$ cat src/design/mcpid_pkg.sv
// mcpid_pkg: payload types, work-queue types and fixed widths of the PID step unit.
// Used by every module of the block; depends on nothing.
package mcpid_pkg;

  // Fixed field and datapath widths
  localparam int unsigned CH_W    = 4;
  localparam int unsigned MEAS_W  = 16;
  localparam int unsigned GAIN_W  = 24;
  localparam int unsigned DRIVE_W = 16;
  localparam int unsigned ERR_W   = 17;   // difference of two int16 values
  localparam int unsigned ESTO_W  = 18;   // stored error width
  localparam int unsigned SUM_W   = 32;   // positional integral
  localparam int unsigned FRAC_W  = 16;   // Q8.16 gains
  localparam int unsigned DIFF_W  = 21;   // first and second differences
  localparam int unsigned IOP_W   = 33;   // integral operand (error or saturated sum)
  localparam int unsigned ACC_W   = 60;   // Q16 accumulator

  // Work queue between front and back
  localparam int unsigned Q_DEPTH = 2;
  localparam int unsigned Q_PTR_W = $clog2(Q_DEPTH);
  localparam int unsigned Q_CNT_W = $clog2(Q_DEPTH + 1);

  typedef enum logic {
    MODE_INCREMENTAL = 1'b0,
    MODE_POSITIONAL  = 1'b1
  } mode_t;

  typedef struct packed {
    mode_t                     mode;
    logic [CH_W-1:0]           channel;
    logic signed [MEAS_W-1:0]  measured;
    logic signed [MEAS_W-1:0]  target;
    logic [GAIN_W-1:0]         kp;
    logic [GAIN_W-1:0]         ki;
    logic [GAIN_W-1:0]         kd;
  } in_t;

  typedef struct packed {
    logic signed [DRIVE_W-1:0] drive;
    logic                      saturated;
  } out_t;

  // Classified item as it sits in the queue
  typedef struct packed {
    mode_t                     mode;
    logic                      skip;     // channel out of range: state is not written
    logic [CH_W-1:0]           channel;
    logic signed [ERR_W-1:0]   err;
    logic [GAIN_W-1:0]         kp;
    logic [GAIN_W-1:0]         ki;
    logic [GAIN_W-1:0]         kd;
  } work_t;

  // Queue head as seen by the back end
  typedef struct packed {
    logic  valid;
    work_t item;
  } q_head_t;

endpackage

$ cat src/design/mcpid_front.sv
// mcpid_front: accepts input transfers, forms the signed error and flags
// out-of-range channels before the work queue. Depends on mcpid_pkg.
module mcpid_front
  import mcpid_pkg::*;
#(
  parameter int unsigned CHANNELS = 16
) (
  input  logic  in_valid,
  output logic  in_stall,
  input  in_t   in_data,
  input  logic  q_full,
  output logic  q_push,
  output work_t q_item
);

  localparam logic [6:0] CH_LIMIT = 7'(CHANNELS);

  logic signed [ERR_W-1:0] meas_x;
  logic signed [ERR_W-1:0] targ_x;

  assign in_stall = q_full;
  assign q_push   = in_valid && !q_full;

  // Error sign follows the form: positional takes measured minus target
  assign meas_x = ERR_W'(in_data.measured);
  assign targ_x = ERR_W'(in_data.target);

  always_comb begin
    q_item.mode    = in_data.mode;
    q_item.skip    = ({3'b000, in_data.channel} >= CH_LIMIT);
    q_item.channel = in_data.channel;
    q_item.kp      = in_data.kp;
    q_item.ki      = in_data.ki;
    q_item.kd      = in_data.kd;
    if (in_data.mode == MODE_POSITIONAL) begin
      q_item.err = meas_x - targ_x;
    end else begin
      q_item.err = targ_x - meas_x;
    end
  end

endmodule

$ cat config.mk
export PLATFORM = sky130hd
export DESIGN_NAME = mcpid_front
export DESIGN_NICKNAME = d
export VERILOG_FILES = /design/src/design/mcpid_pkg.sv /design/src/design/mcpid_front.sv
export SDC_FILE = /design/constraint.sdc
export NUM_CORES = 1
export LEC_CHECK = 0
export BUFFER_PORTS_ARGS = -buffer_cell sky130_fd_sc_hd__buf_2
export CORE_MARGIN = 5
export CORE_UTILIZATION = 42
export DETAILED_ROUTE_END_ITERATION = 8
export PLACE_DENSITY = 0.93
export SYNTH_ARGS = -nofsm -noshare
export SYNTH_HDL_FRONTEND = slang
export SYNTH_SLANG_ARGS = --single-unit
$ cat constraint.sdc
create_clock -name vclk -period 5.2
set_input_delay 0.78 -clock vclk [all_inputs]
set_output_delay 0.78 -clock vclk [all_outputs]
set_load 0.01 [all_outputs]
======== After elaboration in Yosys (flattened, before gate mapping) ========
Cells that the tools add are included.
cells by class
  reduce and logical (&&, ||, !) cells .... 2
  add/subtract/negate cells ............... 2
  multiplexer cells ....................... 1
operators by type and width
  kind                 number
  $sub A16 B16 Y17     2
  $mux W17             1
  $logic_and A1 B1 Y1  1
  $logic_not A1 Y1     1
storage, ports and cells
  logic and storage cells ................. 5
  output and inout bits ................... 97
  register bits after elaboration ......... 0
  input port bits ......................... 111

======== Longest topological paths before layout ========
Gate-level depths: netlist (run 1).
  word-level depth ........................ 2
  gate-level depth with buffers ........... 9
  gate-level depth less buffers ........... 9

======== Least setup slack after synthesis (run 1) ========
Ideal clock, no wire load.
  path kind ............................... input port to output port
  start ................................... in in_data[72] (netlist bit)
  end ..................................... out q_item[84] (netlist bit)
  path buffers ............................ 0
  data required time ...................... 4.420 ns
  stages .................................. 9
  path slack .............................. 1.813 ns
  arrival ................................. 2.607 ns
  cells stage by stage .................... inv_1 > ha_1 > fa_1 > nor2b_1 > o21ai_0 > a2111o_1 > a311oi_2 > nor2_1 > xnor2_1
RTL lines
  item             RTL line           RTL
  start, declared  mcpid_front.sv:10  input in_t in_data,
  end, declared    mcpid_front.sv:13  output work_t q_item

==> results of run 1 <==
cells in the mapped netlist (3+ instances only):
library cell | n | area share [%]
a211oi_1 | 4 | 1.4
a21o_1 | 3 | 1.0
a21oi_1 | 14 | 3.2
a221o_1 | 4 | 1.9
and3_1 | 5 | 1.4
buf_4 | 79 | 27
clkbuf_1 | 6 | 1.0
ha_1 | 32 | 19
inv_1 | 39 | 6.8
nand2_1 | 14 | 2.4
nor2_1 | 7 | 1.2
nor2b_1 | 6 | 1.7
o2111ai_1 | 3 | 1.2
o211ai_1 | 3 | 1.0
o21ai_0 | 10 | 2.3
o21ai_1 | 4 | 0.93
xnor2_1 | 3 | 1.2
xor2_1 | 9 | 3.6
stage by stage:
step                      power [W]  std cells  setup WS (ns)  util (%)
after floorplan           0.0002159        288          1.813         -
after global placement    0.0002207        325          1.497     37.15
after detailed placement  0.0002289        325          1.384     37.15
after CTS                 0.0002299        325          1.393     37.15
after global routing      0.0002557        325          1.189     37.15
final                     0.0002292        325          1.406     37.15
where the power goes:
| group | total, W | internal (W) | switching, W |
|---|---|---|---|
| Combinational | 0.000229 | 0.0000962 | 0.000133 |
| Clock | 0 | 0 | 0 |
| Sequential | 0 | 0 | 0 |
| Total | 0.000229 | 0.0000962 | 0.000133 |
metal layers:
layer / up-vias / wire (µm)
li1: 828 / -
met1: 780 / 1778
met2: 92 / 2161
met3: 29 / 496
met4: 0 / 147
met5: - / 0
kinds of logic (layout without fill, tap and decap cells):
logic type | after synthesis | after routing | share of synthesized area (%)
buf+inv | 127 | 94 | 36.92
compound gates | 63 | 63 | 23.09
fa+ha+maj | 34 | 34 | 20.37
xor+xnor | 12 | 12 | 4.862
mux | 7 | 7 | 3.703
other cells | 1 | 1 | 0.1734
simple gates | 44 | 44 | 10.88
cell usage in the layout (no fill, tap or decap), drive strengths merged, types with 4 or more instances in the layout:
cell type / count
buf: 55
inv: 39
nand2: 14
nor2b: 7
ha: 32
o21ai: 14
a21oi: 14
xor2: 9
and3: 5
a211oi: 4
a221o: 4
mux2: 5
nor2: 7
worst max path at each step:
| stage | from | endpoint | slack (ns) | depth (start not counted) |
|---|---|---|---|---|
| 3_5_place_dp | in_data[108] | q_item[87] | 1.38 | 8 |
| 3_3_place_gp | in_data[108] | q_item[87] | 1.50 | 8 |
| 6_report | in_data[108] | q_item[87] | 1.41 | 8 |
| 5_1_grt | in_data[108] | q_item[87] | 1.19 | 8 |
| 4_1_cts | in_data[108] | q_item[87] | 1.39 | 8 |
| 2_1_floorplan | in_data[72] | q_item[84] | 1.81 | 9 |
final cells by class:
class,instances,area share (%)
Inverter,39,7.816
Multi-Input combinational cell,161,72.81
Tap cell,70,4.676
Timing Repair Buffer,55,14.70
==> key figures, run 1 <==
Outcome
  • Status: completed

Global routing
  • Vias in the first global route: between 1500 and 2000
  • Largest net degree at the start of global routing: 28
  • GR peak layer: met2
  • Grt met2 use: between 20% and 30%
  • Global route total overflow: 0
  • Antenna violations before repair: 0
  • GRT Overall Usage: 13.25%
  • First-pass GRT wire length: around 7500 µm
  • Met3 Use GR: roughly 3.4%
  • Grt met1 use: 14.57%

Final layout
  • Seq_cells: 0
  • Final Net Count: 402
  • Post-route cell area: 0.001873 mm²
  • Register Area: 0 µm²
  • # clk buffers: 0
  • Multi-input logic area: 0.001364 mm²
  • Inserted Diodes: 0
  • Layout area overhead: -13.37%
  • Fillers: roughly 530
  • Layout cells sized above 1: 27.06%

Floorplanning
  • Die X: 81.75 µm
  • Die area: 0.006683 mm²
  • Height of the die: 81.75 µm
  • FP Rows: 26
  • I/O Pins: 208
  • Starting density of the core: 42.88%
  • Core area: approximately 0.005 mm²

Routing
  • 1st-pass router iterations: 4
  • ANT nets after route: 0
  • Via count: 1729
  • Number of vias per cell: 5.320
  • 1st-iter DRT viols: 103
  • DRC viols: 0
  • Drt total wl: between 4000 and 5000 µm
  • Wire length per cell: 14.10 µm

Clock network
  • Post-cts gate resize count: 0
  • Hold Buf Count CTS: 0
  • Post-CTS Setup Inserts: 0

Logic synthesis
  • Synthesis Warnings: 0
  • Post-Synthesis Cells: 288
  • Distinct cells, synth: 48
  • Mapped Area: 0.002162 mm²
  • Syn nets: 433
  • Syn avg cell area: 7.507 µm²
  • Seq/Total Area, Yosys: 0%

Worst setup path
  • Crit path max-delay cell type: buf_2
  • Worst path most repeated cell: buf_2
  • Critical path's top delay family: compound AO/OA/AOI/OAI gates
  • CP Max Fanout: 27
  • CP Buf/Inv Count: 3
  • Critical path data arrival time: 3.01 ns
  • Critical Path Sink Type: output pin
  • Worst Path Required: 4.42 ns
  • Setup CP Type: in -> out
  • Max incr delay on CP: 0.45 ns
  • Crit-path cells: buf_2, inv_1, a2111oi_2, o31ai_2, a31o_1, a2111oi_4, nor3_2, buf_2
  • Startpoint Class: input pin

Timing
  • Final slew viol count: 0
  • Worst slew pin tran: 0.5607 ns
  • Max Freq: 263.6 MHz
  • Slew HR: a little over three fifths
  • Final hold slack: between 1.5 and 2 ns
  • Fin crit period: 3.794 ns
  • Setup-failing EPs final: 0
  • Final Hold Vio Count: 0
  • Period utilization: ~73%
  • RSZ-0062 raised after global routing: false
  • Fin Setup TNS: 0 ns

Hold path
  • Hold WC Path Type: in -> out
  • HP Start: in_data[21]
  • Hold Path End: q_item[21]
  • Worst Hold Path Cells: 0

Pwr
  • Leakage: 1.012 nW
  • VDD IR max: approximately 0.00005 V
  • PD cells: 122.3 mW/mm²

Place
  • GPL Wtd Cong: around 0.9
  • PortBufs: 55
  • Area after DPL: 0.001873 mm²
  • Detailed placement HPWL: around 4000 µm

Flow run
  • Maxcap violations: 0
Note: power is estimated with default switching activity, not from simulation.
==> inputs of run 2 (changes only) <==
--- a/config.mk
+++ b/config.mk
@@ -5,11 +5,12 @@
 export SDC_FILE = /design/constraint.sdc
 export NUM_CORES = 1
 export LEC_CHECK = 0
+export ABC_AREA = 1
 export BUFFER_PORTS_ARGS = -buffer_cell sky130_fd_sc_hd__buf_2
 export CORE_MARGIN = 5
-export CORE_UTILIZATION = 42
+export CORE_UTILIZATION = 38
 export DETAILED_ROUTE_END_ITERATION = 8
-export PLACE_DENSITY = 0.93
+export PLACE_DENSITY = 0.82
 export SYNTH_ARGS = -nofsm -noshare
 export SYNTH_HDL_FRONTEND = slang
 export SYNTH_SLANG_ARGS = --single-unit
==> constraint.sdc (replaced) <==
create_clock -name vclk -period 3.42
set_input_delay 0.513 -clock vclk [all_inputs]
set_output_delay 0.513 -clock vclk [all_outputs]
set_load 0.01 [all_outputs]
==> key figures, run 2 <==
Final layout
  • Fillers: 792 (+49%)
  • Seq_cells: 0 (unchanged)
  • Post-route cell area: 0.002470 mm² (+32%)
  • Layout cells sized above 1: 16.06% (-11 points)
  • Final Net Count: 614 (+53%)
  • Inserted Diodes: 0 (unchanged)
  • Most frequent cells in the layout: 183 x nand2_1, 94 x inv_1, 55 x buf_2
  • Register Area: 0 µm² (unchanged)
  • Most common cell after layout, fill and taps aside: nand2_1
  • Layout area overhead: -9.366%
  • # clk buffers: 0 (unchanged)

Routing
  • Via count: 2584 (+49%)
  • ANT nets after route: 0 (unchanged)
  • Wire length per cell: 10.94 µm (-22%)
  • 1st-pass router iterations: 4 (unchanged)
  • Number of vias per cell: 4.590 (-14%)
  • DRC viols: 0 (unchanged)
  • 1st-iter DRT viols: 131 (+27%)
  • Drt total wl: 6157 µm (+34%)

Logic synthesis
  • Post-Synthesis Cells: 498 (+73%)
  • Post-Synth XOR/XNOR Area: 3.214% (-1.6 points)
  • Post-synthesis mux area share: 0.3673% (-3.3 points)
  • Mapped Area: 0.002725 mm² (+26%)
  • Seq/Total Area, Yosys: 0% (unchanged)
  • Top cells by count, synth: 183 x nand2_1, 94 x inv_1, 83 x buf_4
  • Distinct cells, synth: 26 (-46%)
  • Top post-synthesis cells by area: nand2_1 25%, buf_4 23%, ha_1 15%
  • Synth area leader: nand2_1
  • Compound-cell area share of the yosys netlist: 5.051% (-18 points)
  • Adder and majority gate portion of the synthesized area: 16.16% (-4.2 points)
  • Syn nets: 643 (+48%)
  • Synthesis Warnings: 0 (unchanged)
  • Synth top area share: 25.21% (-2.2 points)
  • Simple-Gate Fraction of Synth Area: 37.56% (+27 points)
  • Syn avg cell area: 5.472 µm² (-27%)
  • Main combinational cell family by area after synthesis: simple AND/OR/NAND/NOR gates
  • Top-count cell post-synth: nand2_1

Clock network
  • Post-CTS Setup Inserts: 0 (unchanged)
  • Hold Buf Count CTS: 0 (unchanged)
  • Post-cts gate resize count: 0 (unchanged)

Global routing
  • Vias in the first global route: 2644 (+53%)
  • Antenna violations before repair: 0 (unchanged)
  • GRT Overall Usage: 13.93% (+0.68 points)
  • Global route total overflow: 0 (unchanged)
  • First-pass GRT wire length: 10760 µm (+44%)
  • Largest net degree at the start of global routing: 18 (-36%)

Outcome
  • Status: completed

Timing
  • Final Hold Vio Count: 0 (unchanged)
  • Fin Setup TNS: 0 ns (unchanged)
  • Period utilization: 79.20%
  • Slew HR: 63.55% (+0.93 points)
  • Setup-failing EPs final: 0 (unchanged)
  • Max Freq: 369.2 MHz
  • Final hold slack: 1.026 ns (-0.5340 ns)
  • Fin crit period: 2.709 ns
  • RSZ-0062 raised after global routing: false
  • Final worst slack: 0.7115 ns (-0.6945 ns)
  • Worst slew pin tran: 0.5461 ns (-0.01452 ns)
  • Final slew viol count: 0 (unchanged)

Pwr
  • Combinational power share: 100.0% (about the same)
  • P_sw: 0.0002673 W (+100%)
  • Leakage: 1.669 nW (+65%)
  • VDD IR max: 0.00007125 V (+44%)
  • Cell Int Power: 0.0001582 W (+64%)
  • Switching Share: 62.82% (+4.8 points)
  • Clock network power share: 0% (unchanged)
  • PD cells: 172.3 mW/mm² (+41%)
  • Sequential share of power: 0% (unchanged)

Worst setup path
  • Setup CP Type: in -> out
  • Critical path data arrival time: 2.20 ns (-0.81 ns)
  • Critical Path Sink Type: output pin
  • Startpoint Class: input pin
  • Worst Path Required: 2.91 ns (-1.51 ns)
  • CP Max Fanout: 4 (-85%)

Hold path
  • Hold WC Path Type: in -> out

Floorplanning
  • Die area: 0.008965 mm² (+34%)
  • Die X: 94.69 µm (+16%)
  • Core area: 0.006869 mm² (+36%)
  • Starting density of the core: 39.67% (-3.2 points)
  • FP Rows: 30 (+15%)
  • I/O Pins: 208 (unchanged)
  • Height of the die: 94.69 µm (+16%)

Place
  • Detailed placement HPWL: 5360 µm (+36%)
  • Area after DPL: 0.002470 mm² (+32%)
  • PortBufs: 55 (unchanged)
  • GPL Wtd Cong: 0.9272 (+6.1%)
  • Place WS: 0.7304 ns (-0.6538 ns)

Flow run
  • Maxcap violations: 0 (unchanged)
## run 2: changes by cell type in the layout (fill, tap and decap cells not counted), moves of 6 or more
cell,change
nand2_1,+169
inv_1,+55
nand3_1,+19
a21oi_1,+6
nand4_1,+6
nor2b_1,-6
## run 2: power groups by stage
stage / registers (W) / logic [W] / clock network [W]
3_5_place_dp: 0 / 0.000425 / 0
6_report: 0 / 0.000425 / 0
2_1_floorplan: 0 / 0.000395 / 0
5_1_grt: 0 / 0.000487 / 0
3_3_place_gp: 0 / 0.000415 / 0
4_1_cts: 0 / 0.000427 / 0
## run 2: path summary, 6_finish.rpt
check,to,startpoint,cells after the start,slack (ns)
worst max-delay path,q_item[82],in_data[72],13,0.71
worst min-delay path,q_item[0],in_data[0],0,1.03
## run 2: cells by family (layout without fill, tap and decap cells)
family                   Yosys count  count (layout)
AND/OR/NAND/NOR                  241             241
buffers and inverters            184             153
XOR/XNOR                          10              10
adder cells (fa/ha/maj)           34              34
AO/OA/AOI/OAI                     27              27
other                              1               1
multiplexers                       1               1
## run 2: stage by stage
stage / total power [W] / cells / util [%]
finish: 0.0004255 / 563 / 35.96
global route: 0.0004875 / 563 / 35.96
floorplan: 0.0003954 / 498 / -
detailed placement: 0.0004253 / 563 / 35.96
CTS: 0.0004272 / 563 / 35.96
global placement: 0.0004154 / 563 / 35.96
## run 2: layout make-up
| class | instances | area (µm²) | area share (%) |
|---|---|---|---|
| repair buffers | 56 | 282.8 | 11.45 |
| multi-input cells | 314 | 1703 | 68.95 |
| well taps | 96 | 120.1 | 4.863 |
| inverters | 97 | 364.1 | 14.74 |
## run 2: worst max-delay path, stage by stage
cell and delay [ns]:
buf_2 0.09, inv_1 0.04, ha_1 0.23, fa_1 0.38, inv_1 0.07, nand3_1 0.06, nand2_1 0.15, nand2_1 0.06
nand2_1 0.10, nand3_1 0.09, nand2_1 0.08, xor2_1 0.17, buf_2 0.16
## run 2: routing by layer
metal | GRT usage, % | wire length [µm]
met3 | 1.434 | 328
met4 | 3.125 | 83
met1 | 16.69 | 2707
met2 | 26.37 | 3037
met5 | 0 | 0
