**config.mk**
```make
export PLATFORM = sky130hd
export DESIGN_NAME = mcpid_queue
export DESIGN_NICKNAME = d
export VERILOG_FILES = /design/src/design/mcpid_pkg.sv /design/src/design/mcpid_queue.sv
export SDC_FILE = /design/constraint.sdc
export NUM_CORES = 1
export LEC_CHECK = 0
export BUFFER_PORTS_ARGS = -buffer_cell sky130_fd_sc_hd__buf_2
export CORE_ASPECT_RATIO = 0.5
export CORE_MARGIN = 5
export CORE_UTILIZATION = 45
export CTS_BUF_LIST = sky130_fd_sc_hd__clkbuf_8
export DETAILED_ROUTE_END_ITERATION = 8
export PLACE_DENSITY = 0.7
export SETUP_SLACK_MARGIN = 0.2
export SLEW_MARGIN = 20
export SYNTH_ARGS = -nofsm -noshare
export SYNTH_HDL_FRONTEND = slang
export SYNTH_SLANG_ARGS = --single-unit
export TNS_END_PERCENT = 100
```
**constraint.sdc**
```tcl
create_clock -name clk -period 12.85 [get_ports clk]
set_input_delay 2.57 -clock clk [delete_from_list [all_inputs] [get_ports clk]]
set_output_delay 2.57 -clock clk [all_outputs]
set_load 0.1 [all_outputs]
```
**src/design/mcpid_pkg.sv**
```systemverilog
// mcpid_pkg: payload types, work-queue types and fixed widths of the PID step unit.
// Used by every module of the block; depends on nothing.
package mcpid_pkg;

  // Fixed field and datapath widths
  localparam int unsigned CH_W    = 4;
  localparam int unsigned MEAS_W  = 16;
  localparam int unsigned GAIN_W  = 24;
  localparam int unsigned DRIVE_W = 16;
  localparam int unsigned ERR_W   = 17;   // difference of two int16 values
  localparam int unsigned ESTO_W  = 18;   // stored error width
  localparam int unsigned SUM_W   = 32;   // positional integral
  localparam int unsigned FRAC_W  = 16;   // Q8.16 gains
  localparam int unsigned DIFF_W  = 21;   // first and second differences
  localparam int unsigned IOP_W   = 33;   // integral operand (error or saturated sum)
  localparam int unsigned ACC_W   = 60;   // Q16 accumulator

  // Work queue between front and back
  localparam int unsigned Q_DEPTH = 2;
  localparam int unsigned Q_PTR_W = $clog2(Q_DEPTH);
  localparam int unsigned Q_CNT_W = $clog2(Q_DEPTH + 1);

  typedef enum logic {
    MODE_INCREMENTAL = 1'b0,
    MODE_POSITIONAL  = 1'b1
  } mode_t;

  typedef struct packed {
    mode_t                     mode;
    logic [CH_W-1:0]           channel;
    logic signed [MEAS_W-1:0]  measured;
    logic signed [MEAS_W-1:0]  target;
    logic [GAIN_W-1:0]         kp;
    logic [GAIN_W-1:0]         ki;
    logic [GAIN_W-1:0]         kd;
  } in_t;

  typedef struct packed {
    logic signed [DRIVE_W-1:0] drive;
    logic                      saturated;
  } out_t;

  // Classified item as it sits in the queue
  typedef struct packed {
    mode_t                     mode;
    logic                      skip;     // channel out of range: state is not written
    logic [CH_W-1:0]           channel;
    logic signed [ERR_W-1:0]   err;
    logic [GAIN_W-1:0]         kp;
    logic [GAIN_W-1:0]         ki;
    logic [GAIN_W-1:0]         kd;
  } work_t;

  // Queue head as seen by the back end
  typedef struct packed {
    logic  valid;
    work_t item;
  } q_head_t;

endpackage

```
**src/design/mcpid_queue.sv**
```systemverilog
// mcpid_queue: short register queue between front and back so each side
// stalls on its own. Depends on mcpid_pkg.
module mcpid_queue
  import mcpid_pkg::*;
(
  input  logic    clk,
  input  logic    rst_n,
  input  logic    push,
  input  work_t   push_item,
  output logic    full,
  input  logic    pop,
  output q_head_t head
);

  work_t               slot_r [Q_DEPTH];
  logic [Q_PTR_W-1:0]  wr_ptr_r, wr_ptr_nxt;
  logic [Q_PTR_W-1:0]  rd_ptr_r, rd_ptr_nxt;
  logic [Q_CNT_W-1:0]  count_r, count_nxt;
  logic                do_push, do_pop;

  assign full       = (count_r == Q_CNT_W'(Q_DEPTH));
  assign head.valid = (count_r != '0);
  assign head.item  = slot_r[rd_ptr_r];

  assign do_push = push && !full;
  assign do_pop  = pop && head.valid;

  // Pointer and fill count update
  always_comb begin
    wr_ptr_nxt = wr_ptr_r;
    rd_ptr_nxt = rd_ptr_r;
    count_nxt  = count_r;
    if (do_push) begin
      wr_ptr_nxt = (wr_ptr_r == Q_PTR_W'(Q_DEPTH - 1)) ? '0 : wr_ptr_r + 1'b1;
    end
    if (do_pop) begin
      rd_ptr_nxt = (rd_ptr_r == Q_PTR_W'(Q_DEPTH - 1)) ? '0 : rd_ptr_r + 1'b1;
    end
    if (do_push && !do_pop) begin
      count_nxt = count_r + 1'b1;
    end else if (do_pop && !do_push) begin
      count_nxt = count_r - 1'b1;
    end
  end

  always_ff @(posedge clk) begin
    if (!rst_n) begin
      wr_ptr_r <= '0;
      rd_ptr_r <= '0;
      count_r  <= '0;
    end else begin
      wr_ptr_r <= wr_ptr_nxt;
      rd_ptr_r <= rd_ptr_nxt;
      count_r  <= count_nxt;
    end
  end

  // Payload slots, no reset
  always_ff @(posedge clk) begin
    if (do_push) begin
      slot_r[wr_ptr_r] <= push_item;
    end
  end

endmodule

```
---- Yosys cells after proc, flatten, opt, wreduce, memory -nomap -nowiden ----
Memories as Yosys holds them, arrays and structs flattened. A register that Yosys moved wholly into a read port is not among the register bits.
Cells that the tools add are included.
Widths: inputs -> output; s select.
storage, ports and cells
  word-level logic and storage cells ...... 26
  input port bits ......................... 99
  RAM bits ................................ 190
  output and inout port bits .............. 97
  bits in registers ....................... 4
  memories ................................ 1
operators by class
  muxes and demuxes ....................... 8
  equal/unequal tests ..................... 1
  reductions and logical operators ........ 9
  $add $sub $neg .......................... 4
memory list
  memory  depth  bits a word  read ports  clocked after Yosys merged registers in  write ports  RTL line           text
  slot_r  2      95           1           1                                        1            mcpid_queue.sv:15  work_t slot_r [Q_DEPTH];
operators with widths
  kind                 number
  $mux 1               6
  $logic_and 1x1->1    4
  $mux 2               2
  $reduce_bool 2->1    2
  $logic_not 1->1      3
  $add 1x1->1 const B  2
  $add 2x1->2 const B  1
  $eq 2x2->1 const B   1
  $sub 2x1->2 const B  1

---- Depth between registers and ports, before layout ----
Gate-level depths: netlist of run 1.
  word-level depth ........................ 7
  gate-level depth with buffers ........... 7
  gate-level depth less buffers ........... 7

---- Worst setup path before layout of run 1 ----
OpenSTA, ideal clock, no wires.
  path type ............................... input-to-reg
  start ................................... input push
  end ..................................... memory slot_r[0][0] (netlist bit) (enable)
  arrival ................................. 6.333 ns
  setup time .............................. 0.533 ns
  required time ........................... 12.317 ns
  cell stages on the path ................. 2
  path slack .............................. 5.984 ns
  path buffers ............................ 0
  cells stage by stage .................... inv_1 > nor3_2
between the ends
  cells in the longest elaborated chain, start to end .. 3
RTL lines
  what                          RTL line           text
  start, declared               mcpid_queue.sv:8   input logic push,
  $logic_and 1x1->1             mcpid_queue.sv:25  assign do_push = push && !full;
  $mux 1                        mcpid_queue.sv:60  if (do_push) begin
  $mux 1 (implied by the code)  mcpid_queue.sv:61  slot_r[wr_ptr_r] <= push_item;
  end, declared                 mcpid_queue.sv:15
Every way passes these cells.

==> results of run 1 <==
[area by class of cell]
type                    count  area, um2  share of cell area [%]
clock buffers              17        234                    2.64
clock inverters            15        123                    1.38
flip-flops and latches    195       5810                    65.6
well taps                 221        277                    3.12
repair buffers            199       1010                    11.4
multi-input cells         113       1400                    15.8
inverters                   2       7.51                  0.0848
[cells in the mapped netlist (all sizes together)]
cell / number
or2: 1
a21boi: 2
xnor2: 2
ha: 1
xor2: 1
dfxtp: 5
mux2: 95
and3: 1
and2: 3
edfxtp: 190
inv: 2
o21ai: 2
or3: 1
buf: 11
nor3: 1
o21a: 1
nor2: 1
nand2b: 1
[per-stage QoR]
step | util (%) | setup WS [ns] | area, um2 | instances | hold slack, ns
after floorplan | - | 5.98 | 7300 | 321 | 0.479
after global placement | 54.3 | 7.85 | 8500 | 730 | 0.500
after detailed placement | 54.3 | 7.83 | 8500 | 730 | 0.517
after CTS | 56.6 | 7.33 | 8850 | 762 | 0.535
after global routing | 56.6 | 7.22 | 8850 | 762 | 0.559
final | 56.6 | 7.42 | 8850 | 762 | 0.529
[path summary, 6_finish.rpt]
| kind | slack (ns) | cells past startpoint | end | start |
|---|---|---|---|---|
| setup reg to reg | 10.52 | 3 | slot_r[1][86]$_DFFE_PP_ | count_r[0]$_SDFFE_PN0P_ |
| hold reg to reg | 0.53 | 2 | count_r[1]$_SDFFE_PN0P_ | count_r[1]$_SDFFE_PN0P_ |
| setup / recovery | 7.42 | 3 | head[86] | flop |
| hold / removal | 0.53 | 2 | count_r[1]$_SDFFE_PN0P_ | count_r[1]$_SDFFE_PN0P_ |
[state kept, by name, summed over array words and instances (netlist names), named ones only]
register and flops:
count_r 2, wr_ptr_r 1, slot_r 190, rd_ptr_r 1
[cell families (layout without fill, tap and decap cells)]
family | after synthesis | count (layout)
DFF | 195 | 195
muxes | 95 | 95
buffers and inverters | 13 | 233
and+or+nand+nor | 9 | 9
AOI/OAI and AO/OA | 5 | 5
xor gates and xnor gates | 3 | 3
adders and majority gates | 1 | 1
[layer usage]
metal | global-route usage [%] | vias to the layer above | wire length (um)
met3 | 5.39 | 9 | 711
li1 | - | 1679 | -
met2 | 25.7 | 73 | 7350
met4 | 3.86 | 0 | 135
met1 | 15.4 | 1769 | 5160
met5 | 0 | - | 0
[worst min-delay path, cell delays in order (launching register included)]
cell	delay, ns
dfxtp_1	0.35
o21ai_0	0.08
a21boi_1	0.06
==> summary.md, run 1 <==
| Metric | Value |
|---|---|
| Post-synthesis mux area share | `17.2%` |
| CP Capture Type | `primary output` |
| CTS Buf Count | `17` |
| Via density | `4.63` |
| Antenna-violating nets left | `0` |
| Worst-path maximum fanout | `54` |
| Area grow syn2layout | `21.2%` |
| Clock sinks | `195` |
| DR WL/cell | `17.5 um` |
| Worst Clk Skew | `0.0128 ns` |
| Setup-failing EPs final | `0` |
| Adder-Cell Fraction of Synth Area | `0.171%` |
| Gp weighted congestion | `0.725` |
| Top-area cell type share of the netlist area | `78.1%` |
| Synth warn | `0` |
| Chip Height | `100 um` |
| Max clock buf depth | `2` |
| Kind of critical path | `flop to primary output` |
| Floorplan row count | `32` |
| Max-slew violations | `0` |
| Tmin final | `5.43 ns` |
| Port Buffers | `195` |
| Fill cells | `1219` |
| Share of cells above drive strength 1 | `60.8%` |
| Largest net degree at the start of global routing | `60` |
| Setup Buffers After CTS | `0` |
| Final-stage net count | `628` |
| Global-route wire length before repair | `20100 um` |
| Max Cap Viol | `0` |
| Setup TNS | `0 ns` |
| Via Count | `3530` |
| Drt pass-1 iters | `4` |
| Family with the most delay on the worst path | `buffers and inverters` |
| CORE AREA | `15700 um2` |
| Syn nets | `421` |
| GRT overflow | `0` |
| Routed wire length | `13400 um` |
| DP HPWL | `8890 um` |
| Die area | `19000 um2` |
| CP Launch Type | `flop` |
| CP cell instances | `buf_4 > mux2_2 > buf_2` |
| Vias in the first global route | `3744` |
| Max stage delay on crit path | `0.82 ns` |
| DRT iter0 DRCs | `174` |
| Most common cell after layout, fill and taps aside | `buf_2` |
| TritonCTS clock tree | `yes` |
| Largest family of logic cells by synthesized area | `multiplexers` |
| Cells after synthesis | `321` |
| Initial Util | `46.6%` |
| Post-CTS sizing | `0` |
| Hold Fails Final Rpt | `0` |
| Crit share post-route | `42.3%` |
| Skew-Pair Late Insertion Delay | `0.45 ns` |
| Fmax | `184 MHz` |
| Die Wd | `190 um` |
| Ant diodes | `0` |
| Cts hold-fix bufs | `0` |
| Simple-gate portion of the synthesized area | `0.788%` |
| Worst EP required | `10.28 ns` |
| Status | `completed` |
| Compound-Gate Fraction of Synth Area | `0.446%` |
| H-tree level count | `4` |
| Clock root buffer | `clkbuf_8` |
| Synth top area cells | `edfxtp_1, mux2_4, mux2_2, dfxtp_1, buf_6` |
| I/O pins | `196` |
| Most frequent cells in the layout | `buf_2, edfxtp_1, mux2_4, mux2_2, clkbuf_8` |
| CTS clk-pin slew, worst paths | `0.09 ns` |
| Unrepaired setup endpoints after global routing | `false` |
| Area of the mapped netlist | `7300 um2` |
| Hold Path Class | `flop to flop` |
| CP bufs+invs | `2` |
| Worst path slowest cell | `dfxtp_4` |
| GR Util All Layers | `14.0%` |
| Initial antenna violation count | `0` |
| Yosys cell types | `24` |
| Crit path arrival time | `2.86 ns` |
| Syn avg cell area | `22.7 um2` |
| Seq cells post-synth | `195` |
| Slew margin rel. | `42.9%` |
| Worst slew pin tran | `0.856 ns` |
| Drt drc | `0` |
| Xor-xnor portion of the synthesized cell area | `0.360%` |
| Area leader, netlist | `edfxtp_1` |
| Sequential area share after synthesis | `79.5%` |
Power of run 1 is not shown: default switching activity piles up to over one toggle a cycle in this logic, so the estimate is an artifact.
==> inputs of run 2 (changes only) <==
--- a/config.mk
+++ b/config.mk
@@ -5,6 +5,7 @@
 export SDC_FILE = /design/constraint.sdc
 export NUM_CORES = 1
 export LEC_CHECK = 0
+export ABC_AREA = 1
 export BUFFER_PORTS_ARGS = -buffer_cell sky130_fd_sc_hd__buf_2
 export CORE_ASPECT_RATIO = 0.5
 export CORE_MARGIN = 5
==> constraint.sdc (replaced) <==
create_clock -name clk -period 5.6 [get_ports clk]
set_input_delay 1.12 -clock clk [delete_from_list [all_inputs] [get_ports clk]]
set_output_delay 1.12 -clock clk [all_outputs]
set_load 0.1 [all_outputs]
==> summary.md, run 2 <==
| Metric | Value |
|---|---|
| Status | `completed` |
| DP HPWL | `9350 um` |
| Area of the mapped netlist | `7310 um2` |
| Crit share post-route | `66.8%` |
| Synth top area cells | `edfxtp_1, mux2_4, mux2_2, dfxtp_1, buf_6` |
| Dpl ws | `2.28 ns` |
| Design Power | `5.08 mW` |
| Seq. cell area | `5810 um2` |
| Floorplan row count | `32` |
| Hold Fails Final Rpt | `0` |
| Die area | `19000 um2` |
| Worst r2r src | `count_r[0]$_SDFFE_PN0P_` |
| Drt drc | `0` |
| CP Capture Type | `primary output` |
| CTS clk-pin slew, worst paths | `0.09 ns` |
| Via Count | `3614` |
| Top reg by flops | `slot_r` |
| Fill cells | `1238` |
| Max clock buf depth | `2` |
| Worst slew pin tran | `0.989 ns` |
| Hold Path Class | `flop to flop` |
| Clock root buffer | `clkbuf_8` |
| Post-synth top flop | `edfxtp_1` |
| Hold Path Origin | `rd_ptr_r$_SDFFE_PN0P_` |
| CP Launch Type | `flop` |
| H-tree level count | `4` |
| CORE AREA | `15700 um2` |
| Cts hold-fix bufs | `0` |
| Syn nets | `433` |
| DRT iter0 DRCs | `134` |
| WL met3 | `688 um` |
| Yosys cell types | `16` |
| Clock sinks | `195` |
| Met2 WL | `7660 um` |
| Vias in the first global route | `3944` |
| Worst-path maximum fanout | `60` |
| Fmax | `268 MHz` |
| Multi-input gate area | `1380 um2` |
| Adder-Cell Fraction of Synth Area | `0.171%` |
| Kind of critical path | `flop to primary output` |
| Largest net degree at the start of global routing | `70` |
| Top-area cell type share of the netlist area | `78.1%` |
| Routed wire length | `13700 um` |
| Setup Buffers After CTS | `0` |
| Skew-Pair Late Insertion Delay | `0.45 ns` |
| Via density | `4.67` |
| Final-stage net count | `640` |
| Die Wd | `190 um` |
| WHS | `0.511 ns` |
| Post-synthesis mux area share | `17.2%` |
| Synth top cells by count | `edfxtp_1, mux2_4, mux2_2` |
| Global-route wire length before repair | `20700 um` |
| Highest routed layer | `met5` |
| Port Buffers | `195` |
| Seq cells post-synth | `195` |
| Initial antenna violation count | `1` |
| Simple-gate portion of the synthesized area | `0.976%` |
| Synth async-reset ratio | `0%` |
| Compound-Gate Fraction of Synth Area | `0.377%` |
| Sequential area share after synthesis | `79.5%` |
| DR WL/cell | `17.7 um` |
| Syn avg cell area | `21.9 um2` |
| Number of synthesized flops with an enable pin | `190` |
| Area leader, netlist | `edfxtp_1` |
| Tmin final | `3.74 ns` |
| Largest family of logic cells by synthesized area | `multiplexers` |
| Unrepaired setup endpoints after global routing | `false` |
| Utilization after layout | `56.8%` |
| Slew margin rel. | `34.1%` |
| Most frequent cells in the layout | `buf_2, edfxtp_1, mux2_4, mux2_2, clkbuf_8` |
| Share of cells above drive strength 1 | `59.5%` |
| Drt pass-1 iters | `4` |
| Most common cell after layout, fill and taps aside | `buf_2` |
| Largest register FFs | `190` |
| Post-CTS sizing | `0` |
| Ant diodes | `0` |
| Cells after synthesis | `333` |
| Largest regs | `slot_r (190), count_r (2)` |
| Met1 WL | `5160 um` |
| Area grow syn2layout | `21.8%` |
| Min setup slack post-route | `1.86 ns` |
| Crit path arrival time | `2.62 ns` |
| Synth warn | `0` |
| I/O pins | `196` |
| Max VDD drop | `0.393 mV` |
| GR Util All Layers | `14.3%` |
| Setup-failing EPs final | `0` |
| Antenna-violating nets left | `0` |
| Gp weighted congestion | `0.701` |
| Max Cap Viol | `0` |
| Worst EP required | `4.48 ns` |
| Worst Clk Skew | `0.0191 ns` |
| TritonCTS clock tree | `yes` |
| Most common cell in the netlist | `edfxtp_1` |
| Initial Util | `46.7%` |
| Xor-xnor portion of the synthesized cell area | `0%` |
| GRT overflow | `0` |
| PD cells | `571 nW/um2` |
| CTS Buf Count | `17` |
| Chip Height | `100 um` |
| Max-slew violations | `0` |
| Leak | `3.42 nW` |
-- run 2: cell types whose count changed after synthesis, moves of 2 or more --
cell / change
nand2_1: +7
o21ai_0: +2
and2_1: -3
xnor2_1: -2
nor2_1: +8
inv_1: +7
-- run 2: per-stage QoR --
step	TNS (ns)	instance area (um2)	instances
2_1_floorplan	-34.40	7310	333
3_3_place_gp	0	8530	742
6_report	0	8900	774
4_1_cts	0	8900	774
5_1_grt	0	8900	774
3_5_place_dp	0	8530	742
-- run 2: cell type report --
cell class	count	area share (%)
multi-input cells	119	15.5
clock inverters	15	1.52
repair buffers	199	11.6
well taps	221	3.11
inverters	8	0.337
clock buffers	17	2.63
flip-flops and latches	195	65.3
-- run 2: critical path, cell delays in order (launching register included) --
cell and delay (ns):
dfxtp_4 0.99, buf_4 0.46, mux2_2 0.37, buf_2 0.29
-- run 2: kinds of logic after synthesis --
logic type                 after synthesis
and+or+nand+nor                         18
buffers and inverters                   19
muxes                                   95
AOI/OAI and AO/OA                        5
DFF                                    195
adders and majority gates                1
-- run 2: final timing paths --
kind / to / slack, ns / cells past startpoint
setup / recovery: head[79] / 1.86 / 3
hold reg to reg: rd_ptr_r$_SDFFE_PN0P_ / 0.51 / 2
setup reg to reg: slot_r[0][60]$_DFFE_PP_ / 3.24 / 3
hold / removal: rd_ptr_r$_SDFFE_PN0P_ / 0.51 / 2
-- run 2: where the power goes --
group / internal [mW] / total, mW / leakage, nW / switching, mW
clock network: 0.330 / 0.852 / 0.196 / 0.522
registers: 1.84 / 1.95 / 1.81 / 0.107
logic: 0.452 / 2.28 / 1.41 / 1.83
total: 2.62 / 5.08 / 3.42 / 2.46
-- run 2: per-layer routing --
layer	global-route usage, %	up-vias
met2	27.4	80
met1	15.0	1804
met3	4.69	16
li1	-	1712
met5	0	-
met4	4.58	2
Note: power is estimated with default switching activity, not from simulation.
==> inputs of run 3 (changes only) <==
==> constraint.sdc (replaced) <==
create_clock -name clk -period 3.56 [get_ports clk]
set_input_delay 0.712 -clock clk [delete_from_list [all_inputs] [get_ports clk]]
set_output_delay 0.712 -clock clk [all_outputs]
set_load 0.1 [all_outputs]
==> summary.md, run 3 (synthesis gave the netlist of run 2 again) <==
| Metric | Value |
|---|---|
| Setup TNS | `0 ns` |
| Via density | `4.62` |
| Worst Clk Skew | `0.0179 ns` |
| CP Capture Type | `primary output` |
| Die Wd | `190 um` |
| Max stage delay on crit path | `0.66 ns` |
| Area grow syn2layout | `22.7%` |
| Utilization after layout | `57.3%` |
| Post-place instance area | `8590 um2` |
| Floorplan row count | `32` |
| Worst path slowest cell | `dfxtp_4` |
| Max clock buf depth | `2` |
| Design Power | `8.06 mW` |
| Initial antenna violation count | `1` |
| Setup-failing EPs final | `0` |
| Drt pass-1 iters | `4` |
| Chip Height | `100 um` |
| TritonCTS clock tree | `yes` |
| Clock sinks | `195` |
| Worst EP required | `2.85 ns` |
| Crit path arrival time | `2.11 ns` |
| Vias in the first global route | `3899` |
| Max-slew violations | `0` |
| PD cells | `899 nW/um2` |
| H-tree level count | `4` |
| Top reg by flops | `slot_r` |
| Worst-path maximum fanout | `31` |
| Fmax | `354 MHz` |
| DP HPWL | `9360 um` |
| Final-stage net count | `644` |
| CP cell instances | `buf_12 > mux2_2 > buf_2` |
| Setup Buffers After CTS | `0` |
| Dpl ws | `1.15 ns` |
| CP Launch Type | `flop` |
| Largest net degree at the start of global routing | `59` |
| Via Count | `3601` |
| Port Buffers | `195` |
| I/O pins | `196` |
| Routed wire length | `13700 um` |
| Drt drc | `0` |
| Crit share post-route | `79.3%` |
| Max Cap Viol | `0` |
| Die area | `19000 um2` |
| Initial Util | `46.7%` |
| Hold Path Class | `input pin to flop` |
| Post-CTS sizing | `0` |
| Inst Count DP | `746` |
| CORE AREA | `15700 um2` |
| DR WL/cell | `17.6 um` |
| Kind of critical path | `flop to primary output` |
| Skew-Pair Late Insertion Delay | `0.45 ns` |
| Slew margin rel. | `46.6%` |
| Gp weighted congestion | `0.705` |
| Global-route wire length before repair | `20700 um` |
| Min setup slack post-route | `0.738 ns` |
| Leak | `3.44 nW` |
| Worst slew pin tran | `0.792 ns` |
| Unrepaired setup endpoints after global routing | `false` |
| Status | `completed` |
| Clock root buffer | `clkbuf_8` |
| GR Util All Layers | `14.3%` |
| Cts hold-fix bufs | `0` |
| Most common cell after layout, fill and taps aside | `buf_2` |
| Hold Fails Final Rpt | `0` |
| Design area | `8970 um2` |
| Largest register FFs | `190` |
| CP bufs+invs | `2` |
| Largest regs | `slot_r (190), count_r (2)` |
| GRT overflow | `0` |
| Antenna-violating nets left | `0` |
| WHS | `0.440 ns` |
| DRT iter0 DRCs | `196` |
| Max VDD drop | `0.523 mV` |
| CTS Buf Count | `17` |
| Layout Cells excl Fill | `779` |
| Most frequent cells in the layout | `buf_2, edfxtp_1, mux2_4, mux2_2, clkbuf_8` |
| CTS clk-pin slew, worst paths | `0.11 ns` |
| Tmin final | `2.82 ns` |
| Share of cells above drive strength 1 | `59.4%` |
| Family with the most delay on the worst path | `flip-flops` |
run 3: changes by cell type in the layout (fill, tap and decap cells not counted), sizes merged:
cell | before | now
diode | 0 | 1
inv | 17 | 15
buf | 199 | 203
clkinv | 6 | 5
clkinvlp | 0 | 2
bufinv | 0 | 1
run 3: where the power goes:
part           leakage, nW  switching [mW]  internal [mW]  total [mW]
Combinational         1.44            2.94          0.734        3.67
Clock                0.187           0.796          0.573        1.37
Sequential            1.81           0.121           2.90        3.02
Total                 3.44            3.85           4.20        8.06
run 3: final timing paths:
path                           start                       to  cells after the start  slack (ns)
max                             flop                 head[76]                      3        0.74
max reg2reg  count_r[1]$_SDFFE_PN0P_  slot_r[0][57]$_DFFE_PP_                      4        1.52
min                    push_item[73]  slot_r[0][73]$_DFFE_PP_                      1        0.44
min reg2reg    rd_ptr_r$_SDFFE_PN0P_    rd_ptr_r$_SDFFE_PN0P_                      2        0.52
run 3: area by class of cell:
type / count / area (um2)
timing repair buffer: 203 / 1090
sequential: 195 / 5810
multi-input combinational: 119 / 1380
antenna: 1 / 2.50
tap: 221 / 277
clock inverter: 15 / 145
clock buffer: 17 / 234
fill: 1206 / 6690
inverter: 8 / 30.0
run 3: per-layer routing:
layer  GRT usage [%]  routed length [um]  vias to the layer above
met2            26.5                7390                       73
met4            3.81                 121                        2
met3            4.59                 691                       13
met1            16.1                5530                     1794
met5               0                   7                        -
li1                -                   -                     1719
run 3: worst reg2reg max path, cell delays in order, from the launching register on:
cell and delay [ns]:
dfxtp_1 0.34, inv_1 0.11, o21ai_0 0.27, nor2_4 0.53, buf_4 0.44
